[src/design/wdh_pkg.sv]
// ----------------------------------------------------------------------------
// wdh_pkg
// Shared types and constants for the wear detection block: register map,
// threshold register bundle and reset values.
// ----------------------------------------------------------------------------
package wdh_pkg;

  localparam int LIMIT_W   = 19;
  localparam int POINTS_W  = 16;
  localparam int CFG_IDX_W = 3;
  localparam int CFG_DATA_W = LIMIT_W;

  localparam logic                START_WORN_RST    = 1'b1;
  localparam logic [LIMIT_W-1:0]  IR_LIMIT_RST      = 19'd360000;
  localparam logic [LIMIT_W-1:0]  RED_LIMIT_RST     = 19'd360000;
  localparam logic [POINTS_W-1:0] UNWEAR_POINTS_RST = 16'd10;
  localparam logic [POINTS_W-1:0] WEAR_POINTS_RST   = 16'd50;
  localparam logic [POINTS_W-1:0] IR_ONLY_PTS_RST   = 16'd10;

  typedef enum logic [CFG_IDX_W-1:0] {
    CFG_START_WORN    = 3'd0,
    CFG_IR_LIMIT      = 3'd1,
    CFG_RED_LIMIT     = 3'd2,
    CFG_UNWEAR_POINTS = 3'd3,
    CFG_WEAR_POINTS   = 3'd4,
    CFG_IR_ONLY_PTS   = 3'd5
  } cfg_idx_t;

  typedef struct packed {
    logic [LIMIT_W-1:0]  ir_limit;
    logic [LIMIT_W-1:0]  red_limit;
    logic [POINTS_W-1:0] unwear_points;
    logic [POINTS_W-1:0] wear_points;
    logic [POINTS_W-1:0] ir_only_points;
  } thresh_t;

  // reload of the worn flag from a start_worn write
  typedef struct packed {
    logic load;
    logic value;
  } reinit_t;

endpackage

[src/design/wdh_core.sv]
// ----------------------------------------------------------------------------
// wdh_core
// Worn flag and the four event counters with their hysteresis decision.
// One sample pair is evaluated per step; worn_nxt is the flag after it.
// ----------------------------------------------------------------------------
module wdh_core import wdh_pkg::*; #(
  parameter int COUNT_WIDTH  = 16,
  parameter int SAMPLE_WIDTH = 20
) (
  input  logic                           clk,
  input  logic                           rst_n,
  input  logic                           step,
  input  logic signed [SAMPLE_WIDTH-1:0] ir_sample,
  input  logic signed [SAMPLE_WIDTH-1:0] red_sample,
  input  thresh_t                        thr,
  input  reinit_t                        reinit,
  output logic                           worn_nxt
);

  localparam int CMP_W = ((SAMPLE_WIDTH > LIMIT_W) ? SAMPLE_WIDTH : LIMIT_W) + 1;

  logic                   worn_r;
  logic [COUNT_WIDTH-1:0] ir_off_r,  ir_off_nxt;
  logic [COUNT_WIDTH-1:0] red_off_r, red_off_nxt;
  logic [COUNT_WIDTH-1:0] ir_on_r,   ir_on_nxt;
  logic [COUNT_WIDTH-1:0] red_on_r,  red_on_nxt;

  logic signed [CMP_W-1:0] ir_ext, red_ext, ir_lim_ext, red_lim_ext;
  logic                    ir_low, red_low, red_present, flip;

  function automatic logic [COUNT_WIDTH-1:0] bump(input logic [COUNT_WIDTH-1:0] c);
    bump = (c == {COUNT_WIDTH{1'b1}}) ? c : c + 1'b1;
  endfunction

  always_comb begin
    ir_ext      = CMP_W'(ir_sample);
    red_ext     = CMP_W'(red_sample);
    ir_lim_ext  = $signed(CMP_W'(thr.ir_limit));
    red_lim_ext = $signed(CMP_W'(thr.red_limit));
    ir_low      = ir_ext <= ir_lim_ext;
    red_low     = red_ext <= red_lim_ext;
    red_present = !red_sample[SAMPLE_WIDTH-1];
  end

  always_comb begin
    ir_off_nxt  = ir_off_r;
    red_off_nxt = red_off_r;
    ir_on_nxt   = ir_on_r;
    red_on_nxt  = red_on_r;
    flip        = 1'b0;
    if (worn_r) begin
      if (ir_low) ir_off_nxt = bump(ir_off_r);
      if (red_present && red_low) red_off_nxt = bump(red_off_r);
      flip = (POINTS_W'(ir_off_nxt) > thr.unwear_points) ||
             (POINTS_W'(red_off_nxt) > thr.unwear_points);
    end else begin
      if (!ir_low) ir_on_nxt = bump(ir_on_r);
      if (red_present) begin
        if (!red_low) red_on_nxt = bump(red_on_r);
        flip = (POINTS_W'(ir_on_nxt) > thr.wear_points) &&
               (POINTS_W'(red_on_nxt) > thr.wear_points);
      end else begin
        flip = POINTS_W'(ir_on_nxt) > thr.ir_only_points;
      end
    end
    worn_nxt = worn_r ^ flip;
  end

  always_ff @(posedge clk) begin
    if (!rst_n) begin
      worn_r    <= START_WORN_RST;
      ir_off_r  <= '0;
      red_off_r <= '0;
      ir_on_r   <= '0;
      red_on_r  <= '0;
    end else if (reinit.load) begin
      worn_r    <= reinit.value;
      ir_off_r  <= '0;
      red_off_r <= '0;
      ir_on_r   <= '0;
      red_on_r  <= '0;
    end else if (step) begin
      worn_r <= worn_nxt;
      if (flip) begin
        ir_off_r  <= '0;
        red_off_r <= '0;
        ir_on_r   <= '0;
        red_on_r  <= '0;
      end else begin
        ir_off_r  <= ir_off_nxt;
        red_off_r <= red_off_nxt;
        ir_on_r   <= ir_on_nxt;
        red_on_r  <= red_on_nxt;
      end
    end
  end

  // on counters only run while unworn, off counters only while worn
  a_on_idle_when_worn: assert property (@(posedge clk) disable iff (!rst_n)
    worn_r |-> (ir_on_r == '0 && red_on_r == '0))
    else $error("wear counters nonzero while worn");

  a_off_idle_when_unworn: assert property (@(posedge clk) disable iff (!rst_n)
    !worn_r |-> (ir_off_r == '0 && red_off_r == '0))
    else $error("removal counters nonzero while unworn");

  a_flip_clears: assert property (@(posedge clk) disable iff (!rst_n)
    (step && !reinit.load && flip) |=>
      (ir_off_r == '0 && red_off_r == '0 && ir_on_r == '0 && red_on_r == '0))
    else $error("counters not cleared on flag change");

endmodule

[src/design/wear_detect_hysteresis_unit.sv]
// ----------------------------------------------------------------------------
// wear_detect_hysteresis_unit
// Wear detection with hysteresis counters on infrared and red DC samples.
// ----------------------------------------------------------------------------
// One sample pair is taken every clock cycle unless out_tready holds the
// result side, and each gives one worn flag. A request passes an input
// register and then the result register before its flag is presented on
// the result side; the only feedback is the worn flag and counter update,
// held in the registers of wdh_core. Configuration writes go through
// cfg_valid/cfg_ready (always ready) and are registered in thr_r; a
// start_worn write also reloads the flag and clears the counters.
module wear_detect_hysteresis_unit import wdh_pkg::*; #(
  parameter int COUNT_WIDTH  = 16,
  parameter int SAMPLE_WIDTH = 20
) (
  input  logic                      clk,
  input  logic                      rst_n,
  input  logic                      in_tvalid,
  output logic                      in_tready,
  // [SAMPLE_WIDTH-1:0] ir_sample, [2*SAMPLE_WIDTH-1:SAMPLE_WIDTH] red_sample
  input  logic [((2*SAMPLE_WIDTH+7)/8)*8-1:0] in_tdata,
  output logic                      out_tvalid,
  input  logic                      out_tready,
  // [0] worn
  output logic [7:0]                out_tdata,
  input  logic                      cfg_valid,
  output logic                      cfg_ready,
  input  logic [CFG_IDX_W-1:0]      cfg_index,
  input  logic [CFG_DATA_W-1:0]     cfg_data
);

  logic                           in_vld_r;
  logic signed [SAMPLE_WIDTH-1:0] ir_r, red_r;
  logic                           out_vld_r, out_worn_r;
  logic                           advance, step, worn_nxt;
  thresh_t                        thr_r;
  reinit_t                        reinit;
  logic                           cfg_fire;

  assign cfg_ready = 1'b1;
  assign cfg_fire  = cfg_valid && cfg_ready;

  assign advance   = !out_vld_r || out_tready;
  assign step      = in_vld_r && advance;
  assign in_tready = !in_vld_r || advance;

  always_comb begin
    reinit.load  = cfg_fire && (cfg_index == CFG_START_WORN);
    reinit.value = cfg_data[0];
  end

  always_ff @(posedge clk) begin
    if (!rst_n) begin
      thr_r.ir_limit       <= IR_LIMIT_RST;
      thr_r.red_limit      <= RED_LIMIT_RST;
      thr_r.unwear_points  <= UNWEAR_POINTS_RST;
      thr_r.wear_points    <= WEAR_POINTS_RST;
      thr_r.ir_only_points <= IR_ONLY_PTS_RST;
    end else if (cfg_fire) begin
      unique case (cfg_idx_t'(cfg_index))
        CFG_START_WORN:    ;
        CFG_IR_LIMIT:      thr_r.ir_limit       <= cfg_data;
        CFG_RED_LIMIT:     thr_r.red_limit      <= cfg_data;
        CFG_UNWEAR_POINTS: thr_r.unwear_points  <= cfg_data[POINTS_W-1:0];
        CFG_WEAR_POINTS:   thr_r.wear_points    <= cfg_data[POINTS_W-1:0];
        CFG_IR_ONLY_PTS:   thr_r.ir_only_points <= cfg_data[POINTS_W-1:0];
        default:           ;
      endcase
    end
  end

  // input register
  always_ff @(posedge clk) begin
    if (!rst_n) begin
      in_vld_r <= 1'b0;
    end else if (in_tready) begin
      in_vld_r <= in_tvalid;
    end
  end

  always_ff @(posedge clk) begin
    if (in_tvalid && in_tready) begin
      ir_r  <= in_tdata[SAMPLE_WIDTH-1:0];
      red_r <= in_tdata[2*SAMPLE_WIDTH-1:SAMPLE_WIDTH];
    end
  end

  wdh_core #(
    .COUNT_WIDTH  (COUNT_WIDTH),
    .SAMPLE_WIDTH (SAMPLE_WIDTH)
  ) u_core (
    .clk        (clk),
    .rst_n      (rst_n),
    .step       (step),
    .ir_sample  (ir_r),
    .red_sample (red_r),
    .thr        (thr_r),
    .reinit     (reinit),
    .worn_nxt   (worn_nxt)
  );

  // result register
  always_ff @(posedge clk) begin
    if (!rst_n) begin
      out_vld_r <= 1'b0;
    end else if (advance) begin
      out_vld_r <= in_vld_r;
    end
  end

  always_ff @(posedge clk) begin
    if (step) begin
      out_worn_r <= worn_nxt;
    end
  end

  assign out_tvalid = out_vld_r;
  assign out_tdata  = {7'b0, out_worn_r};

  a_stall_only_on_backpressure: assert property (@(posedge clk) disable iff (!rst_n)
    !in_tready |-> (in_vld_r && out_vld_r && !out_tready))
    else $error("input stalled without output backpressure");

  a_step_fills_output: assert property (@(posedge clk) disable iff (!rst_n)
    step |=> out_vld_r)
    else $error("evaluated request produced no result");

  a_no_result_from_nothing: assert property (@(posedge clk) disable iff (!rst_n)
    (!out_vld_r && !in_vld_r) |=> !out_vld_r)
    else $error("result appeared without a request");

endmodule
[config.mk]
export PLATFORM = sky130hd
export DESIGN_NAME = wear_detect_hysteresis_unit
export DESIGN_NICKNAME = d
export VERILOG_FILES = /design/src/design/wdh_pkg.sv /design/src/design/wdh_core.sv /design/src/design/wear_detect_hysteresis_unit.sv
export SDC_FILE = /design/constraint.sdc
export NUM_CORES = 1
export LEC_CHECK = 0
export BUFFER_PORTS_ARGS = -buffer_cell sky130_fd_sc_hd__buf_2
export CORE_MARGIN = 2
export CORE_UTILIZATION = 65
export CTS_BUF_LIST = sky130_fd_sc_hd__clkbuf_8
export CTS_CLUSTER_SIZE = 8
export DETAILED_ROUTE_END_ITERATION = 16
export PLACE_DENSITY = 0.91
export SLEW_MARGIN = 15
export SYNTH_ARGS = -nofsm -noshare
export SYNTH_HDL_FRONTEND = slang
export SYNTH_SLANG_ARGS = --single-unit
[constraint.sdc]
create_clock -name clk -period 16.05 [get_ports clk]
set_input_delay 2.4075 -clock clk [delete_from_list [all_inputs] [get_ports clk]]
set_output_delay 2.4075 -clock clk [all_outputs]
set_load 0.05 [all_outputs]
==> flow_summary_export.csv, run 1 <==
group,metric,value,unit
critical_path,required,16.48,ns
sta,period_share,0.4095,
place,port-buffer-count,69,
layout,nets,1552,
power,power_density,78.47,nW/um^2
synth,ys_async_sr_fraction,0,
critical_path,r2r-end,"u_core.red_on_r[5]",
grt,grt_max_degree,66,
sta,setup_viol,0,
critical_path,r2r_slack,9.48,ns
critical_path,cp-end-kind,"flip-flop",
critical_path,crit_path_max_incr_delay,0.67,ns
critical_path,crit_fanout,18,
critical_path,cp_num_cells,23,
layout,seqCellArea,4294,um^2
routing,route.met2.wl,13.83,mm
power,finalPower,0.9538,mW
grt,grt_pass1_wl,46.91,mm
critical_path,r2r-start,"red_r[19]",
routing,viasPerCell,6.419,
synth,synth_seq_cells,194,
routing,wl_met1,11.69,mm
critical_path,r2r.worst_path.cells,23,
clocking,cts_buffer_depth,2,
synth,synth_cells,1324,
synth,ys_types,71,
routing,drt_iter0_markers,1089,
critical_path,cp_top_family,"simple AND/OR/NAND/NOR gates",
critical_path,arrival,7.00,ns
sta,final-hold-violation-count,0,
min_path,worst_hold_path_type,"flip-flop to flip-flop",
grt,grt_use_total,0.3228,
sta,timing.setup.tns,0,ns
power,peakVddDrop,0.00006445,V
clocking,clock-root-buffer,"clkbuf_8",
routing,wl_per_cell,18.20,um
floorplanning,pin_count,78,
critical_path,worstPathCellList,"and3b_1 -> nand4_1 -> a211oi_1 -> or3_1 -> and3b_1 -> and2_1 -> nand2_1 -> xnor2_1 -> ha_1 -> nand4_1 -> or3_1 -> a21oi_1 -> o32ai_1 -> o22a_1 -> nor2_1 -> inv_1 -> ha_1 -> nor2_1 -> nand2_1 -> a211oi_1 -> buf_4 -> or4b_1 -> nand3_1",
run_status,status,"finished clean",
floorplanning,die_y,136.0,um
floorplanning,die_area,18490,um^2
routing,maxUsedRoutingLayer,"met4",
grt,grt_pass1_vias,9779,
floorplanning,fp-row-count,48,
sta,fmax,152.1,MHz
clocking,clkTransAtPathRegs,0.11,ns
routing,drt-total-wl,29.12,mm
sta,slew_viol_final,0,
clocking,post_cts.repair.setup_buffers,0,
min_path,hold_depth,2,
routing,wl_met3,2.581,mm
place,gp_congestion,0.9300,
layout,num_antenna_cells,0,
floorplanning,core,17180,um^2
synth,yosysWarnings,0,
min_path,holdPathEnd,"thr_r[6]",
routing,vias,10270,
clocking,cts_hold_buf,0,
critical_path,cp_slowest_cell,"edfxtp_1",
sta,max_slew.worst_pin.slew,1.136,ns
job,cap_viol_max_count,0,
synth,synthesis.area,11320,um^2
clocking,cts_tree,"built",
power,leakagePower,5.027,nW
routing,drc,0,
synth,synth_edf_count,41,
routing,dr.pass1.iters,6,
floorplanning,die-width,136.0,um
sta,rsz0062_at_grt,"no",
critical_path,path_class,"flip-flop to flip-flop",
layout,drive_above_1_share,0.09309,
place,hpwl,20.76,mm
critical_path,startpoint_type,"flip-flop",
synth,ys.flop_type,"dfxtp_1",
clocking,cts_resized,0,
floorplanning,initial_core_util,0.6590,
clocking,cts_max_level,4,
sta,hold_ws,0.4612,ns
synth,ys_seq_area_frac,0.3794,
grt,grt_overflow,0,
clocking,clkLatencyLatePin,0.49,ns
clocking,numCtsBuffers,17,
min_path,hold_path_startpoint,"thr_r[6]",
layout,multi_input_area,6389,um^2
clocking,cts.sinks,194,
sta,timing.final.crit_period,6.573,ns
sta,clock_skew,0.02387,ns
grt,antenna_found_initial,0,
sta,max-slew-margin-rel,0.2416,
layout,fill_cells,1261,
layout,syn_to_final_growth,7.384,%
routing,drtAntennaViolNets,0,
synth,syn_avg_cell_area,8.550,um^2
critical_path,path_buf_inv,2,
==> layout make-up <==
type / instances / area share
multi-input cells: 973 / 0.5256
flip-flops and latches: 194 / 0.3533
repair buffers: 75 / 0.03212
inverters: 101 / 0.03119
well taps: 225 / 0.02316
clock buffers: 17 / 0.01925
clock inverters: 15 / 0.01544
==> layout by cell type, fill, tap and decap left out, types with 30 or more instances in the layout <==
master	count
dfxtp_1	153
nand2_1	226
nand3_1	49
inv_1	99
edfxtp_1	41
buf_2	69
nor2_1	45
o21ai_0	30
o211ai_1	36
ha_1	123
nand4_1	33
a21oi_1	139
==> report_power, final <==
group          switching [mW]  internal [mW]  total (mW)  leakage [nW]
Sequential            0.00652          0.511       0.517          1.64
Clock                   0.202          0.133       0.335         0.211
Combinational          0.0692         0.0320       0.101          3.18
Total                   0.278          0.676       0.954          5.03
==> synthesized netlist by cell type, drive strengths merged (32+ instances only) <==
cell | count | area [um^2]
o21ai | 32 | 160.1
dfxtp | 153 | 3063
inv | 100 | 375.4
a21oi | 140 | 704.4
nand3 | 49 | 245.2
clkbuf | 36 | 135.1
nand4 | 33 | 206.5
ha | 123 | 1539
nand2 | 226 | 848.3
edfxtp | 41 | 1231
o211ai | 36 | 270.3
nor2 | 46 | 175.2
==> how the worst max path moves through the flow <==
stage,start,endpoint,slack (ns)
4_1_cts,ir_r[17],u_core.red_on_r[9],9.58
3_3_place_gp,ir_r[18],u_core.red_on_r[5],9.94
3_5_place_dp,ir_r[17],u_core.red_on_r[9],9.70
6_report,red_r[19],u_core.red_on_r[5],9.48
2_1_floorplan,out_tready,in_tready,10.73
5_1_grt,ir_r[18],u_core.red_on_r[2],8.99
==> metal layers <==
layer	vias up	global-route usage
li1	4831	-
met1	4827	0.4026
met2	524	0.5401
met3	89	0.06972
met4	0	0.1389
met5	-	0
==> registers in the layout (all words and copies together), names as in the netlist <==
| name | cells |
|---|---|
| u_core.red_off_r | 16 |
| out_worn_r | 1 |
| thr_r | 86 |
| u_core.worn_r | 1 |
| red_r | 20 |
| u_core.red_on_r | 16 |
| in_vld_r | 1 |
| out_tvalid | 1 |
| u_core.ir_off_r | 16 |
| u_core.ir_on_r | 16 |
| ir_r | 20 |
==> worst min-delay path, cell delays in order (launching register included) <==
cell,delay [ns]
dfxtp_1,0.32
nand2_1,0.05
a21oi_1,0.05
==> stage by stage <==
step | setup slack, ns | cell area, um^2 | std cells | util
CTS | 9.580 | 12160 | 1600 | 0.7077
global placement | 9.943 | 11730 | 1568 | 0.6831
global route | 8.993 | 12160 | 1600 | 0.7077
floorplan | 10.73 | 11340 | 1330 | -
detailed placement | 9.696 | 11730 | 1568 | 0.6831
finish | 9.477 | 12160 | 1600 | 0.7077
==> kinds of logic (layout without fill, tap and decap cells) <==
group | after synthesis | in the layout | share of synthesized area
compound gates | 334 | 334 | 0.1910
xor+xnor | 40 | 40 | 0.03095
fa+ha+maj | 123 | 123 | 0.1360
buf+inv | 163 | 208 | 0.05825
flops | 194 | 194 | 0.3794
mux | 9 | 9 | 0.008953
other cells | 2 | 8 | 0.0006635
simple gates | 459 | 459 | 0.1949
Note: power is estimated with default switching activity, not from simulation.
==> run 2, diff against run 1 <==
--- a/config.mk
+++ b/config.mk
@@ -7,11 +7,11 @@
 export LEC_CHECK = 0
 export BUFFER_PORTS_ARGS = -buffer_cell sky130_fd_sc_hd__buf_2
 export CORE_MARGIN = 2
-export CORE_UTILIZATION = 65
+export CORE_UTILIZATION = 63
 export CTS_BUF_LIST = sky130_fd_sc_hd__clkbuf_8
 export CTS_CLUSTER_SIZE = 8
 export DETAILED_ROUTE_END_ITERATION = 16
-export PLACE_DENSITY = 0.91
+export PLACE_DENSITY = 0.89
 export SLEW_MARGIN = 15
 export SYNTH_ARGS = -nofsm -noshare
 export SYNTH_HDL_FRONTEND = slang
==> constraint.sdc (replaced) <==
create_clock -name clk -period 6.25 [get_ports clk]
set_input_delay 0.9375 -clock clk [delete_from_list [all_inputs] [get_ports clk]]
set_output_delay 0.9375 -clock clk [all_outputs]
set_load 0.05 [all_outputs]
==> run 2 against run 1 <==
Compared with the run above:
- sequential power rose to 2.6 times the previous value
- clock power rose to 2.6 times the previous value
- clock skew down 0.0023 ns
- combinational power increased to 2.7 times the previous value
- critical path depth stayed put
- setup slack got worse by 9.1 ns
==> flow_summary_export.csv, run 2 (synthesis gave the netlist of run 1 again) <==
group,metric,value,unit
power,leakagePower,5.084,nW
critical_path,path_class,"flip-flop to flip-flop",
grt,antenna_found_initial,1,
sta,fmax,169.9,MHz
grt,grt_pass1_vias,9678,
power,peakVddDrop,0.0001731,V
floorplanning,fp-row-count,49,
grt,grt_pass1_wl,46.27,mm
sta,final-hold-violation-count,0,
clocking,clkLatencyLatePin,0.50,ns
floorplanning,die-width,138.0,um
routing,viasPerCell,6.336,
routing,drtAntennaViolNets,0,
layout,drive_above_1_share,0.1032,
sta,period_share,0.9418,
place,place_area,11810,um^2
critical_path,crit_path_max_incr_delay,0.48,ns
layout,top_regs,"thr_r: 86 flops, ir_r: 20 flops, red_r: 20 flops",
critical_path,crit_fanout,13,
clocking,clock-root-buffer,"clkbuf_8",
floorplanning,pin_count,78,
layout,instances_no_fill,1614,
clocking,post_cts.repair.setup_buffers,0,
routing,vias,10230,
critical_path,arrival,6.32,ns
clocking,cts_tree,"built",
critical_path,startpoint_type,"flip-flop",
sta,timing.final.crit_period,5.886,ns
clocking,cts_max_level,4,
sta,max_slew.worst_pin.slew,0.9674,ns
place,hpwl,20.91,mm
layout,num_antenna_cells,0,
job,cap_viol_max_count,0,
sta,setup_viol,0,
routing,drc,0,
clocking,cts_buffer_depth,2,
place,port-buffer-count,69,
sta,clock_skew,0.02158,ns
grt,grt_max_degree,65,
layout,layout_commonest_cell,"nand2_1",
clocking,numCtsBuffers,17,
critical_path,cp_common_cell,"ha_1",
routing,drt_iter0_markers,964,
critical_path,required,6.68,ns
floorplanning,core,17780,um^2
critical_path,cp-end-kind,"flip-flop",
clocking,cts.sinks,194,
layout,nets,1562,
layout,layout_common_cells,"nand2_1 (225), dfxtp_1 (153), a21oi_1 (139)",
sta,timing.setup.tns,0,ns
layout,largest_register_ffs,86,
layout,largest-register,"thr_r",
critical_path,worstPathCellList,"ha_1 -> and3_1 -> a221oi_2 -> o221ai_1 -> or3_1 -> a21oi_1 -> and3_1 -> mux2_2 -> ha_1 -> nand4_1 -> or3_1 -> a21oi_1 -> a211oi_1 -> buf_4 -> nor2_1 -> inv_1 -> ha_1 -> nor2_1 -> nand2_1 -> a211oi_1 -> buf_4 -> or4b_1 -> nand3_1",
grt,grt_use_total,0.2963,
place,dp.cells,1582,
grt,grt_overflow,0,
sta,slew_viol_final,0,
floorplanning,initial_core_util,0.6367,
routing,drt-total-wl,28.79,mm
layout,final_area,12260,um^2
layout,syn_to_final_growth,8.334,%
critical_path,cp_slowest_cell,"a21oi_1",
floorplanning,die_area,19060,um^2
floorplanning,die_y,138.0,um
routing,dr.pass1.iters,6,
place,gp_congestion,0.9328,
min_path,worst_hold_path_type,"flip-flop to flip-flop",
sta,max-slew-margin-rel,0.3483,
run_status,status,"finished clean",
sta,rsz0062_at_grt,"no",
routing,wl_per_cell,17.84,um
clocking,clkTransAtPathRegs,0.12,ns
power,power_density,202.3,nW/um^2
-- run 2: changes by cell type in the layout (fill, tap and decap cells not counted), sizes merged --
cell	delta
buf	+10
clkinv	-3
inv	+3
-- run 2: where the power goes --
group	leakage (nW)	internal, mW	switching (mW)
sequential	1.64	1.31	0.0151
combinational	3.23	0.0880	0.181
clock	0.219	0.352	0.533
total	5.08	1.75	0.730
-- run 2: worst max-delay path: cells and delay by family (launching register included) --
family / cells / cell delay (ns)
flops: 1 / 0.39
simple gates: 10 / 2.35
compound gates: 6 / 1.44
fa+ha+maj: 3 / 0.81
mux: 1 / 0.37
buf+inv: 3 / 0.45
-- run 2: per-stage QoR --
step / utilization / power [mW] / worst slack [ns] / hold slack, ns
after CTS: 0.6887 / 2.477 / 0.2552 / 0.4635
final: 0.6897 / 2.481 / 0.3636 / 0.4631
after floorplan: - / 1.522 / 0.9726 / 0.4363
after global placement: 0.6645 / 1.603 / 0.5214 / 0.4419
after global routing: 0.6897 / 2.557 / 0.006928 / 0.4794
after detailed placement: 0.6645 / 1.613 / 0.3300 / 0.4490
-- run 2: final timing paths --
path              from            endpoint  slack [ns]  depth (start not counted)
max reg2reg  red_r[18]  u_core.red_on_r[9]        0.36                         23
min reg2reg  thr_r[65]           thr_r[65]        0.46                          2
max          red_r[18]  u_core.red_on_r[9]        0.36                         23
min          thr_r[65]           thr_r[65]        0.46                          2
-- run 2: metal layers --
| layer | GRT usage | wire length, um |
|---|---|---|
| met1 | 0.3771 | 11730 |
| met2 | 0.4859 | 13220 |
| met3 | 0.05611 | 2580 |
| met4 | 0.1466 | 1259 |
| met5 | 0 | 0 |
-- run 2: layout make-up --
type	count	area [um^2]
repair buffers	85	465.4
fillers	1316	5517
clock inverters	15	197.7
flip-flops and latches	194	4294
inverters	101	379.1
clock buffers	17	234.0
well taps	229	286.5
multi-input cells	973	6406
-- run 2: what timing repair did --
item / 4_1_cts / 5_1_grt
gates resized for setup: 0 / 6
setup endpoints to repair: 0 / 9
endpoints found under the hold margin: 0 / 0
hold buffers: 0 / 0
